### config.mk
export PLATFORM = sky130hd
export DESIGN_NAME = fsr_side
export DESIGN_NICKNAME = d
export VERILOG_FILES = /design/src/hw/rtl/fsr_side.sv
export SDC_FILE = /design/constraint.sdc
export NUM_CORES = 2
export LEC_CHECK = 0
export ABC_CLOCK_PERIOD_IN_PS = 7100
export BUFFER_PORTS_ARGS = -buffer_cell sky130_fd_sc_hd__buf_2
export CAP_MARGIN = 10
export CELL_PAD_IN_SITES_DETAIL_PLACEMENT = 1
export CELL_PAD_IN_SITES_GLOBAL_PLACEMENT = 1
export CORE_MARGIN = 2
export CORE_UTILIZATION = 50
export CTS_BUF_LIST = sky130_fd_sc_hd__clkbuf_4 sky130_fd_sc_hd__clkbuf_8
export CTS_CLUSTER_SIZE = 25
export DETAILED_ROUTE_END_ITERATION = 10
export GPL_ROUTABILITY_DRIVEN = 0
export HOLD_SLACK_MARGIN = 0.05
export PLACE_DENSITY = 0.76
export SLEW_MARGIN = 10
export SYNTH_ARGS = -nofsm -noshare
export SYNTH_HDL_FRONTEND = slang
export SYNTH_SLANG_ARGS = --single-unit
export TNS_END_PERCENT = 50
### constraint.sdc
create_clock -name clk -period 7.1 [get_ports clk]
set_input_delay 1.065 -clock clk [delete_from_list [all_inputs] [get_ports clk]]
set_output_delay 1.065 -clock clk [all_outputs]
set_load 0.02 [all_outputs]
### src/hw/rtl/fsr_side.sv
module fsr_side #(
	parameter int NS = 256,
	parameter int FW = 16
) (
	input  logic                  clk,
	input  logic                  arst_n,
	input  logic                  rd_en,
	input  logic                  clr,
	input  logic [$clog2(NS)-1:0] rd_idx,
	input  logic                  wr_en,
	input  logic [$clog2(NS)-1:0] wr_idx,
	input  logic [FW-1:0]         wr_freq,
	output logic                  present,
	output logic [FW-1:0]         old_freq
);

	logic [NS-1:0] vld_q;
	logic [FW-1:0] mem [NS];
	logic          present_q;
	logic [FW-1:0] old_freq_q;

	// Track which symbols are held in the current set
	always_ff @(posedge clk or negedge arst_n) begin
		if (!arst_n) begin
			vld_q <= '0;
		end else if (clr) begin
			vld_q <= '0;
		end else if (wr_en) begin
			vld_q[wr_idx] <= (wr_freq != '0);
		end
	end

	always_ff @(posedge clk or negedge arst_n) begin
		if (!arst_n) begin
			present_q <= 1'b0;
		end else if (rd_en) begin
			present_q <= vld_q[rd_idx] && !clr;
		end
	end

	// Count of each symbol, read in the cycle before the chain update
	always_ff @(posedge clk) begin
		if (wr_en) begin
			mem[wr_idx] <= wr_freq;
		end
		if (rd_en) begin
			old_freq_q <= mem[rd_idx];
		end
	end

	assign present  = present_q;
	assign old_freq = old_freq_q;

endmodule

Yosys cells after proc, flatten, opt, wreduce, memory -nomap -nowiden
Memory sizes are Yosys's and may differ from the RTL's. A register that Yosys moved wholly into a read port is not among the register bits.
Index checks and enable logic that the tools add are counted.
Storage, ports and cells
  bits in registers: 257
  RAM bits: 4096
  word-level logic and storage cells: 20
  memories: 1
Memory list
  mem: words 256, bits a word 16, read ports 1, clocked after memory_dff 1, wr ports 1, RTL line 18  | logic [FW-1:0] mem [NS];
Operators by class
  $lt $le $gt $ge: 3
  muxes and demuxes: 9
  reductions and logical operators: 5
Operator list (number)
  2-to-1 mux 256 bit: 2
  bitwise mux 256 bit: 1
  less-than comparator 8 x 9 -> 1 bit, second input constant: 2
  nonzero test 16 bit: 1
  binary-select mux 1 bit (select 8 bit): 1
  demux 1 bit (select 8 bit): 1
  greater-or-equal comparator 8 x 1 -> 1 bit, second input constant: 1
  2-to-1 mux 1 bit: 4
  logical AND 1 bit: 2
  nonzero test 2 bit: 1
  zero test 1 bit: 1

Logic depth before layout (Yosys ltp)
  word-level depth: 7
  gate-level depth with buffers: 14
  gate-level depth less buffers: 7

Worst setup path before layout
Ideal clock, no wire load.
  kind: input to register
  start: input port rd_idx[0]
  end: register old_freq_q[5], in the netlist old_freq[5] (read register of mem) (data pin)
  arrival time: 3.676 ns
  required time: 6.828 ns
  path slack: 3.152 ns
  cell stages on the path: 8
  cell sequence: clkbuf_1 clkbuf_1 buf_1 mux4_2 mux4_2 a22oi_1 a21oi_1 or4_1
RTL lines
  start: declaration: RTL line 9  | input logic [$clog2(NS)-1:0] rd_idx,
  end: declaration: RTL line 20  | logic [FW-1:0] old_freq_q;

==> results.ini <==
[drt]
vias_per_cell=6.52
drt-total-wl_um=486000
via_count=86200
first_iter_violations=13100
dr.pass1.iters=5
avgRoutedWirePerCell_um=36.8
antenna_left=0
drcViolationCount=0

[final_layout]
area_delta_synth_final_pct=13.5
final_area_um2=191000
drive_gt1_frac=0.361
num-nets-final=8119
fin_util=0.569
num-fill-cells=28300
fin_cells=13200

[cts]
clk_latency_ns=1.30
cts.clk_slew.worst_paths_ns=0.06
cts_inserted_buffers=682
root_buffer=clkbuf_8
clock-sinks=4369
cts_max_level=6
cts_tree=built
clockBufferDepth=4

[synth]
synth_seq_cells=4369
synth_area_um2=168000
yosys_warnings=0
ys_types=45
synth-edff-count=4112
avgSynthCellArea_um2=23.0
async_flop_share=0.0588
yosysSeqAreaShare=0.771
netlist_instances=7336
syn_nets=7373
synth_flop_cell=edfxtp_1

[setup_path]
cp-endpoint=old_freq[4]$_DFFE_PP_
cp_max_fo=88
path_class=in2reg
crit_arrival_ns=5.28
worst-path-stages=9
path_cells=buf_12 > buf_12 > buf_4 > buf_4 > mux4_2 > mux4_2 > a22oi_1 > a21oi_1 > or4_1
r2r_end=old_freq[2]$_DFFE_PP_
rr_worst_depth=5
rrSetupSlack_ns=3.54
cp-end-kind=flip-flop
critPathLaunch=rd_idx[0]
worst-path-buf-inv=4
cpPeakStageDelay_ns=0.67
r2r_start=mem[223][2]$_DFFE_PP_
cpLargestDelayFamily=buffers and inverters
slowest_stage=buf_12
crit_path_start_kind=input pin
crit_required_ns=8.04

[grt]
grt_pass1_wl_um=689000
grt_max_degree=172
antenna_found_initial=58
gr-usage-all-layers=0.287
grt_pass1_vias=91300
overflow=0

[floorplan]
ios=54
core_area_um2=336000
num_rows=213
start_util=0.501
die_h_um=584
die_w_um=584
die-area_um2=342000

[worst_hold_path]
holdCritPathClass=in2reg
min_path_cells=1

[place]
dp_cells=11900
preCtsSetupSlack_ns=1.49
dp_hpwl_um=279000
portBuffers=53
place_area_um2=177000

[timing]
finalCritPeriodShare=0.611
max-slew-margin-rel=0.0929
setup_violations=0
finClkSkew_ns=0.119
fin_setup_tns_ns=0
rsz0062_at_grt=false
max_freq_ghz=0.230
finalHoldViolCount=0
whs_ns=0.137
period_minus_slack_ns=4.34
maxSlewViolCount=0
worst_pin_slew_ns=1.36
setup_ws_ns=2.76

[power_and_ir_drop]
irDropWorstVdd_v=0.000212
p_per_area_nw_per_um2=275
power.leakage_nw=60.4
power.total_mw=52.6

[run_status]
status=completed

[run]
drv_cap=0

[flip-flops by register name, indices dropped and copies added, names as in the netlist]
signal	count
mem	4096
present	1
vld_q	256
old_freq	16
[how the worst min path moves through the flow]
| stage | slack, ns | end | startpoint |
|---|---|---|---|
| 3_5_place_dp | 0.51 | vld_q[251]$_DFFE_PN0P_ | vld_q[251]$_DFFE_PN0P_ |
| 5_1_grt | 0.12 | mem[136][5]$_DFFE_PP_ | wr_freq[5] |
| 3_3_place_gp | 0.50 | vld_q[250]$_DFFE_PN0P_ | vld_q[250]$_DFFE_PN0P_ |
| 4_1_cts | 0.06 | mem[136][5]$_DFFE_PP_ | wr_freq[5] |
| 2_1_floorplan | 0.48 | vld_q[242]$_DFFE_PN0P_ | vld_q[242]$_DFFE_PN0P_ |
| 6_report | 0.14 | mem[136][5]$_DFFE_PP_ | wr_freq[5] |
[area by class of cell]
| class | count | area (µm²) | share of cell area |
|---|---|---|---|
| clock inverter | 251 | 1690 | 0.00885 |
| clock buffer | 1001 | 12100 | 0.0634 |
| antenna | 46 | 115 | 0.000602 |
| inverter | 6 | 30.0 | 0.000157 |
| sequential | 4369 | 130000 | 0.680 |
| multi-input combinational | 2516 | 37100 | 0.194 |
| tap | 4515 | 5650 | 0.0296 |
| timing repair buffer | 507 | 4490 | 0.0235 |
[routing by layer]
| layer | GRT usage | routed length (µm) |
|---|---|---|
| met5 | 0 | 266 |
| met4 | 0.141 | 25700 |
| met3 | 0.0759 | 55700 |
| met2 | 0.448 | 232000 |
| met1 | 0.376 | 172000 |
[synth_stat cells (2+ instances only)]
| master | number | area, µm² |
|---|---|---|
| edfxtp_1 | 4112 | 123000 |
| mux4_2 | 1330 | 30000 |
| nor2_1 | 528 | 1980 |
| clkbuf_1 | 284 | 1070 |
| dfrtp_1 | 257 | 6430 |
| a211oi_1 | 232 | 1740 |
| a22oi_1 | 130 | 976 |
| buf_2 | 110 | 551 |
| a21oi_1 | 70 | 350 |
| mux2i_1 | 61 | 611 |
| buf_1 | 36 | 135 |
| nand2_1 | 35 | 131 |
| nand3_1 | 29 | 145 |
| or4_1 | 17 | 128 |
| nor2b_1 | 15 | 93.8 |
| buf_4 | 13 | 97.6 |
| nand4_1 | 10 | 62.6 |
| nor4_1 | 8 | 50.1 |
| o221ai_1 | 7 | 61.3 |
| o21ai_0 | 5 | 25.0 |
| o22ai_1 | 5 | 31.3 |
| inv_1 | 4 | 15.0 |
| nand2b_1 | 4 | 25.0 |
| o211ai_1 | 4 | 30.0 |
| a2111oi_0 | 3 | 26.3 |
| a311oi_1 | 2 | 17.5 |
| and4_1 | 2 | 17.5 |
| buf_6 | 2 | 22.5 |
| nand4b_1 | 2 | 17.5 |
| nor3_1 | 2 | 10.0 |
| o311ai_0 | 2 | 17.5 |
| or2_2 | 2 | 12.5 |
[cells by family after synthesis]
family          Yosys count  share of synthesized area
compound gates          468                     0.0199
mux                    1392                      0.182
buf+inv                 451                     0.0112
flops                  4369                      0.771
simple gates            656                     0.0160
[where the power goes]
| part | internal [mW] | leakage (nW) | switching [mW] |
|---|---|---|---|
| sequential | 28.3 | 40.6 | 0.0634 |
| clock | 11.5 | 7.32 | 10.1 |
| combinational | 0.944 | 12.6 | 1.67 |
| total | 40.7 | 60.4 | 11.9 |
[cells in the final DEF (no fill, tap or decap), types with 61 or more instances in the layout]
cell,n
clkbuf_4,267
edfxtp_1,4112
clkinv_1,131
a211oi_1,232
dfrtp_1,257
a22oi_1,130
mux2i_1,61
buf_4,402
nor2_2,142
mux4_2,1330
clkbuf_8,745
a21oi_1,69
nor2_1,371
[what timing repair did]
| action | CTS | global route |
|---|---|---|
| buffers inserted | 0 | 0 |
| gates resized for setup | 0 | 0 |
| endpoints found under the setup margin | 0 | 0 |
| hold buffers | 2 | 0 |
| hold endpoints to repair | 97 | 0 |
(Power assumes the default switching activity.)
