==> src/hw/rtl/fsr_pkg.sv <==
package fsr_pkg;

	// Command codes on the input channel
	localparam logic [1:0] CMD_LOAD   = 2'd0;
	localparam logic [1:0] CMD_FETCH  = 2'd1;
	localparam logic [1:0] CMD_REWIND = 2'd2;

	// Fixed field widths
	localparam int SYM_W  = 8;
	localparam int FREQ_W = 16;

	// Number of distinct symbol codes the symbol field can carry
	localparam int SYM_RANGE = 256;

	// Control broadcast to every cell of the chain
	typedef struct packed {
		logic clr;  // drop every stored and readout entry
		logic upd;  // apply the remove and insert of a load
		logic rem;  // the loaded symbol is present and must be taken out
		logic ins;  // the loaded count is nonzero and must be placed
		logic rew;  // copy the store into the readout chain
		logic adv;  // shift the readout chain one place towards the head
	} cell_ctrl_t;

endpackage

==> src/hw/rtl/fsr_cell.sv <==
module fsr_cell #(
	parameter int KW = 24
) (
	input  logic                clk,
	input  logic                arst_n,
	input  fsr_pkg::cell_ctrl_t ctrl,
	input  logic [KW-1:0]       new_key,
	input  logic [KW-1:0]       old_key,
	input  logic                prev_cv,
	input  logic [KW-1:0]       prev_ck,
	input  logic                prev_b,
	input  logic                next_v,
	input  logic [KW-1:0]       next_k,
	input  logic                next_rv,
	input  logic [KW-1:0]       next_rk,
	output logic                v,
	output logic [KW-1:0]       k,
	output logic                cv,
	output logic [KW-1:0]       ck,
	output logic                b,
	output logic                rv,
	output logic [KW-1:0]       rk
);

	logic          v_q;
	logic [KW-1:0] k_q;
	logic          rv_q;
	logic [KW-1:0] rk_q;
	logic          a;
	logic          nv;
	logic [KW-1:0] nk;

	// Close the gap left by the removed entry: take the neighbour behind
	always_comb begin
		a  = ctrl.rem && (!v_q || (k_q <= old_key));
		cv = a ? next_v : v_q;
		ck = a ? next_k : k_q;
		b  = !cv || (ck < new_key);
	end

	// Open a slot at the first place whose key is not above the new one
	always_comb begin
		nv = cv;
		nk = ck;
		if (ctrl.ins) begin
			if (b && !prev_b) begin
				nv = 1'b1;
				nk = new_key;
			end else if (b) begin
				nv = prev_cv;
				nk = prev_ck;
			end
		end
	end

	// Hold the stored entry
	always_ff @(posedge clk or negedge arst_n) begin
		if (!arst_n) begin
			v_q <= 1'b0;
		end else if (ctrl.clr) begin
			v_q <= 1'b0;
		end else if (ctrl.upd) begin
			v_q <= nv;
		end
	end

	always_ff @(posedge clk) begin
		if (ctrl.upd) begin
			k_q <= nk;
		end
	end

	// Hold the readout copy: reload after a load or rewind, shift on fetch
	always_ff @(posedge clk or negedge arst_n) begin
		if (!arst_n) begin
			rv_q <= 1'b0;
		end else if (ctrl.clr) begin
			rv_q <= 1'b0;
		end else if (ctrl.upd) begin
			rv_q <= nv;
		end else if (ctrl.rew) begin
			rv_q <= v_q;
		end else if (ctrl.adv) begin
			rv_q <= next_rv;
		end
	end

	always_ff @(posedge clk) begin
		if (ctrl.upd) begin
			rk_q <= nk;
		end else if (ctrl.rew) begin
			rk_q <= k_q;
		end else if (ctrl.adv) begin
			rk_q <= next_rk;
		end
	end

	assign v  = v_q;
	assign k  = k_q;
	assign rv = rv_q;
	assign rk = rk_q;

endmodule

==> config.mk <==
export PLATFORM = sky130hd
export DESIGN_NAME = fsr_cell
export DESIGN_NICKNAME = d
export VERILOG_FILES = /design/src/hw/rtl/fsr_pkg.sv /design/src/hw/rtl/fsr_cell.sv
export SDC_FILE = /design/constraint.sdc
export NUM_CORES = 1
export LEC_CHECK = 0
export BUFFER_PORTS_ARGS = -buffer_cell sky130_fd_sc_hd__buf_2
export CAP_MARGIN = 5
export CORE_UTILIZATION = 44
export DETAILED_ROUTE_END_ITERATION = 16
export GPL_TIMING_DRIVEN = 0
export PLACE_DENSITY = 0.78
export SLEW_MARGIN = 30
export SYNTH_ARGS = -nofsm -noshare
export SYNTH_HDL_FRONTEND = slang
export SYNTH_SLANG_ARGS = --single-unit
==> constraint.sdc <==
create_clock -name clk -period 4.8 [get_ports clk]
set_clock_uncertainty 0.05 [all_clocks]
set_input_delay 0.72 -clock clk [delete_from_list [all_inputs] [get_ports clk]]
set_output_delay 0.72 -clock clk [all_outputs]
set_load 0.05 [all_outputs]
Yosys cells after proc, flatten, opt, wreduce, memory -nomap -nowiden
Index checks and enable logic that the tools add are counted.
{"block": "totals", "regBits": 50, "inputBits": 132, "out_inout_bits": 76, "word_cells": 33}
{"block": "op_classes", "n_lt_le_gt_ge": 2, "mux": 17, "n_reduce_logical": 10}
{"op": "$mux W24", "n": 7}
{"op": "$le A24 B24 Y1", "n": 1}
{"op": "$lt A24 B24 Y1", "n": 1}
{"op": "$mux W1", "n": 10}
{"op": "$reduce_bool A4 Y1", "n": 1}
{"op": "$logic_not A1 Y1", "n": 3}
{"op": "$reduce_bool A3 Y1", "n": 1}
{"op": "$logic_and A1 B1 Y1", "n": 2}
{"op": "$logic_or A1 B1 Y1", "n": 2}
{"op": "$reduce_bool A2 Y1", "n": 1}

Logic depth before layout (Yosys ltp)
{"block": "depth", "ltp_word": 11, "depth_mapped": 22, "ltp_nobuf": 18}

Least setup slack after synthesis
No wires, ideal clock.
{"block": "synth_timing", "path_type": "input port to flip-flop", "start": "input old_key[21]", "end": "register k_q[10], in the netlist k[10] (data pin)", "setup_ns": 0.263, "arrival_ns": 5.115, "t_required_ns": 4.487, "setup_slack_ns": -0.627, "cell_stages": 21, "path_buffers": 4, "cell_sequence": "inv_1 ha_1 nand4_2 or4_4 o21ai_2 a31oi_1 or3_1 buf_6 buf_6 mux2_4 ha_1 nand4_1 nor4_1 o2111ai_1 o31ai_2 a2bb2oi_2 inv_2 nand2_2 buf_6 buf_12 mux2i_1"}
{"block": "synth_between", "elab_chain_cells": 9, "word_cells_on_any_way": 12, "cone_classes": "order compare (2); mux (5); reduce/logical (5)"}
{"item": "from (decl)", "line": "fsr_cell.sv:8", "text": "input logic [KW-1:0] old_key,"}
{"item": "$le A24 B24 Y1 (*)", "line": "fsr_cell.sv:35", "text": "a = ctrl.rem && (!v_q || (k_q <= old_key));"}
{"item": "$logic_or A1 B1 Y1 (*)", "line": "fsr_cell.sv:35"}
{"item": "$logic_and A1 B1 Y1 (*)", "line": "fsr_cell.sv:35"}
{"item": "$mux W24 (*)", "line": "fsr_cell.sv:37", "text": "ck = a ? next_k : k_q;"}
{"item": "via ck[18]", "line": "fsr_cell.sv:19", "text": "output logic [KW-1:0] ck,"}
{"item": "$lt A24 B24 Y1 (*)", "line": "fsr_cell.sv:38", "text": "b = !cv || (ck < new_key);"}
{"item": "$logic_or A1 B1 Y1 (*)", "line": "fsr_cell.sv:38"}
{"item": "via b", "line": "fsr_cell.sv:20", "text": "output logic b,"}
{"item": "$mux W24 / $logic_and A1 B1 Y1 (equally long branches)", "line": "fsr_cell.sv:49, fsr_cell.sv:46"}
{"item": "$mux W24 (*)", "line": "fsr_cell.sv:46", "text": "if (b && !prev_b) begin"}
{"item": "$mux W24 (*)", "line": "fsr_cell.sv:45", "text": "if (ctrl.ins) begin"}
{"item": "via nk[10]", "line": "fsr_cell.sv:31", "text": "logic [KW-1:0] nk;"}
{"item": "to (signal assigned)", "line": "fsr_cell.sv:69", "text": "k_q <= nk;"}
{"item": "to (decl)", "line": "fsr_cell.sv:26", "text": "logic [KW-1:0] k_q;"}
Mark *: on every way through the listed nets, which the timed path passes. The rest lies on a longest branch.
A chain may end at the register's enable or synchronous reset.

Final worst setup path
{"block": "layout_timing", "start": "input old_key[11]", "end": "output b"}
{"block": "layout_between", "elab_chain_cells": 6, "word_cells_on_any_way": 8, "cone_classes": "order compare (2); mux (2); reduce/logical (4)"}
{"item": "$le A24 B24 Y1 (*)", "line": "fsr_cell.sv:35"}
{"item": "$logic_or A1 B1 Y1 (*)", "line": "fsr_cell.sv:35"}
{"item": "$logic_and A1 B1 Y1 (*)", "line": "fsr_cell.sv:35"}
{"item": "$mux W24 / $mux W1 (equally long branches)", "line": "fsr_cell.sv:37, fsr_cell.sv:36"}
{"item": "$lt A24 B24 Y1 / $logic_not A1 Y1 (equally long branches)", "line": "fsr_cell.sv:38"}
{"item": "$logic_or A1 B1 Y1 (*)", "line": "fsr_cell.sv:38"}
{"item": "to (decl)", "line": "fsr_cell.sv:20"}
Mark *: on every way between the ends. The rest lies on a longest branch, timed or not.

==> impl_metrics.json <==
{
  "final-seq-area_um2": 1490,
  "fmax_mhz": 177,
  "maxCapViolCount": 0,
  "slew_headroom_pct": 39.4,
  "cts_tree": "yes",
  "synthesis.nets": 670,
  "routabilityCongestion": 0.837,
  "rr_worst_depth": 25,
  "power.density_nw_per_um2": 265,
  "ys_ff_latch": 50,
  "clockBufferDepth": 2,
  "grt_pass1_vias": 5194,
  "mostFrequentLayoutCells": "201 x buf_2, 73 x mux2i_1, 68 x inv_1",
  "antenna_found_initial": 1,
  "antenna_left": 0,
  "clk_latency_ps": 300,
  "async_reset_ff_share_pct": 4.00,
  "start_util_pct": 45.6,
  "grt_overflow": 0,
  "grt_use_total_pct": 30.4,
  "rsz0062_at_grt": "yes",
  "synth_top_area_share_pct": 30.5,
  "endpoint": "b",
  "synth_compound_area_share_pct": 11.1,
  "grt_pass1_wl_mm": 26.2,
  "failed_checks": "setup timing",
  "synth_seq_area_share_pct": 31.5,
  "drive_gt1_share_pct": 50.3,
  "initialDrtViolationCount": 266,
  "utilization_pct": 70.1,
  "dieArea_um2": 11200,
  "synth.area.top_cells": "edfxtp_1 30%, mux2i_1 16%, ha_1 12%, mux2_4 6.3%, inv_1 5.8%",
  "fin_area_um2": 7270,
  "hold_ws_ps": 133,
  "r2r_end": "rk[17]$_DFFE_PP_",
  "tightest_slew_ps": 908,
  "clk_root_buffer_cell": "clkbuf_8",
  "synth-adder-area-share_pct": 12.4,
  "p_leak_nw": 3.58,
  "yosysTopAreaCell": "edfxtp_1",
  "fp.dieH_um": 106,
  "routed_via_density": 5.65,
  "setup_viol": 51,
  "nets": 929,
  "required_ps": 4030,
  "reg2reg_slack_ps": -810,
  "worstSetupStartpointType": "primary input",
  "wl_mm": 17.3,
  "place_area_um2": 6230,
  "crit_fanout": 7,
  "port_buffers": 205,
  "route.detailed.drc": 0,
  "nFillCells": 762,
  "first_pass_iters": 6,
  "muxShareOfSynthArea_pct": 23.0,
  "reg2reg_from": "k[11]$_DFFE_PP_",
  "wl_per_cell_um": 19.4,
  "grt_max_degree": 26,
  "clk_pin_slew_ps": 100,
  "syn_to_final_growth_pct": 53.6,
  "total_power_mw": 1.93,
  "endpoint_kind": "output port",
  "finalMaxSlewViolations": 0,
  "synth_top_family_by_area": "multiplexers",
  "dpl.hpwl_mm": 12.0,
  "yosys.area_share.xor_xnor_pct": 0,
  "ir_drop_uv": 151,
  "dr_total_vias": 5019,
  "finalCritPeriodShare_pct": 118,
  "fp-row-count": 37,
  "final_common_cell": "buf_2",
  "synth_cell_type_count": 48,
  "core_area_um2": 10400,
  "worstSetupPathType": "primary input to output port",
  "syn_area_um2": 4730,
  "yosys_warnings": 0,
  "crit_path_start": "old_key[11]",
  "post-place-ws_ps": -1280,
  "die_width_um": 106,
  "io_pins": 208,
  "cts_made_buffers": 5,
  "status": "finished with violations",
  "multi_input_area_um2": 3390,
  "synthFlopType": "edfxtp_1",
  "final.min_clock_period_ps": 5660,
  "worstHoldPathType": "primary input to async pin",
  "synthCells": 491,
  "h-tree-depth": 2,
  "clkSinkCount": 50,
  "avgSynthCellArea_um2": 9.63,
  "yosys.area_share.simple_pct": 12.4,
  "hold_viol_final": 0,
  "cp.arrival_ps": 4890,
  "synth-edff-count": 48,
  "setup_ws_ps": -860
}
[synthesized netlist by cell type, types with 2 or more instances]
cell      instances
inv_2             2
dfrtp_1           2
a21oi_1          20
mux2_2            4
mux2i_1          74
a221oi_1         24
buf_1             4
nand2_1          36
o211ai_1          3
clkbuf_1         12
o221ai_1          2
nand3_1           6
buf_12            2
nand4_1          12
mux2_4           20
or3_1             2
nor3_1           27
a221oi_2          2
buf_2             3
edfxtp_1         48
ha_1             47
a21o_1            2
buf_6             4
nor4_1            3
o21ai_0           6
inv_1            73
nor2_1           30
[cells by family after synthesis]
group | after synthesis
flops | 50
fa+ha+maj | 47
buf+inv | 102
compound gates | 70
mux | 98
simple gates | 124
[power breakdown]
| part | internal (mW) | total (mW) | switching (mW) |
|---|---|---|---|
| Combinational | 0.428 | 1.09 | 0.663 |
| Clock | 0.104 | 0.251 | 0.147 |
| Sequential | 0.548 | 0.586 | 0.0382 |
[how the worst min path moves through the flow]
stage / cells past startpoint / slack, ps / end / startpoint
final: 1 / 130 / v$_DFFE_PN0P_ / arst_n
after global routing: 1 / 120 / rv$_DFFE_PN0P_ / arst_n
after CTS: 1 / 130 / rv$_DFFE_PN0P_ / arst_n
after detailed placement: 1 / 460 / rv$_DFFE_PN0P_ / arst_n
after global placement: 1 / 460 / rv$_DFFE_PN0P_ / arst_n
after floorplan: 0 / 370 / rv$_DFFE_PN0P_ / arst_n
[repair_timing]
action / 4_1_cts / 5_1_grt
setup buffers: 32 / 14
hold buffers: 0 / 0
cloned: 6 / 0
resized for setup: 76 / 18
pin swaps: 23 / 13
setup endpoints to repair: 51 / 51
[critical path, stage by stage]
cell and delay [ps]:
buf_6 70, inv_2 40, ha_4 250, nand4_1 210
or4_4 620, o21ai_4 170, a31oi_4 50, or3_4 420
buf_12 180, buf_4 150, buf_4 140, mux2_4 330
ha_1 290, o211ai_1 100, a21oi_1 230, o2111ai_2 200
o31ai_4 280, a2bb2oi_4 230, inv_4 60, buf_8 150
[cell type report]
type                       instances  share of cell area [%]
buffer                            25                    3.24
clock buffer                       8                    1.10
antenna                            1                  0.0344
multi-input combinational        339                    46.6
timing repair buffer             253                    22.2
inverter                          76                    3.96
tap                              136                    2.34
sequential                        50                    20.5
[registers in the layout (all words and copies together), names as in the netlist]
signal  flops
rv          1
rk         24
k          24
v           1
[stage by stage]
stage | setup TNS, ps | std cells
final | -33670 | 888
after global routing | -42770 | 888
after CTS | -27450 | 878
after detailed placement | -53580 | 832
after global placement | -48510 | 832
after floorplan | -19020 | 491
[metal layers]
layer / GRT usage (%) / part of all wire, % / vias up
li1: - / - / 2305
met2: 53.1 / 50 / 283
met5: 0 / 0 / -
met4: 13.9 / 3.3 / 0
met1: 37.2 / 39 / 2388
met3: 3.90 / 7.5 / 43
No activity file was read; power rests on OpenSTA's default activity.
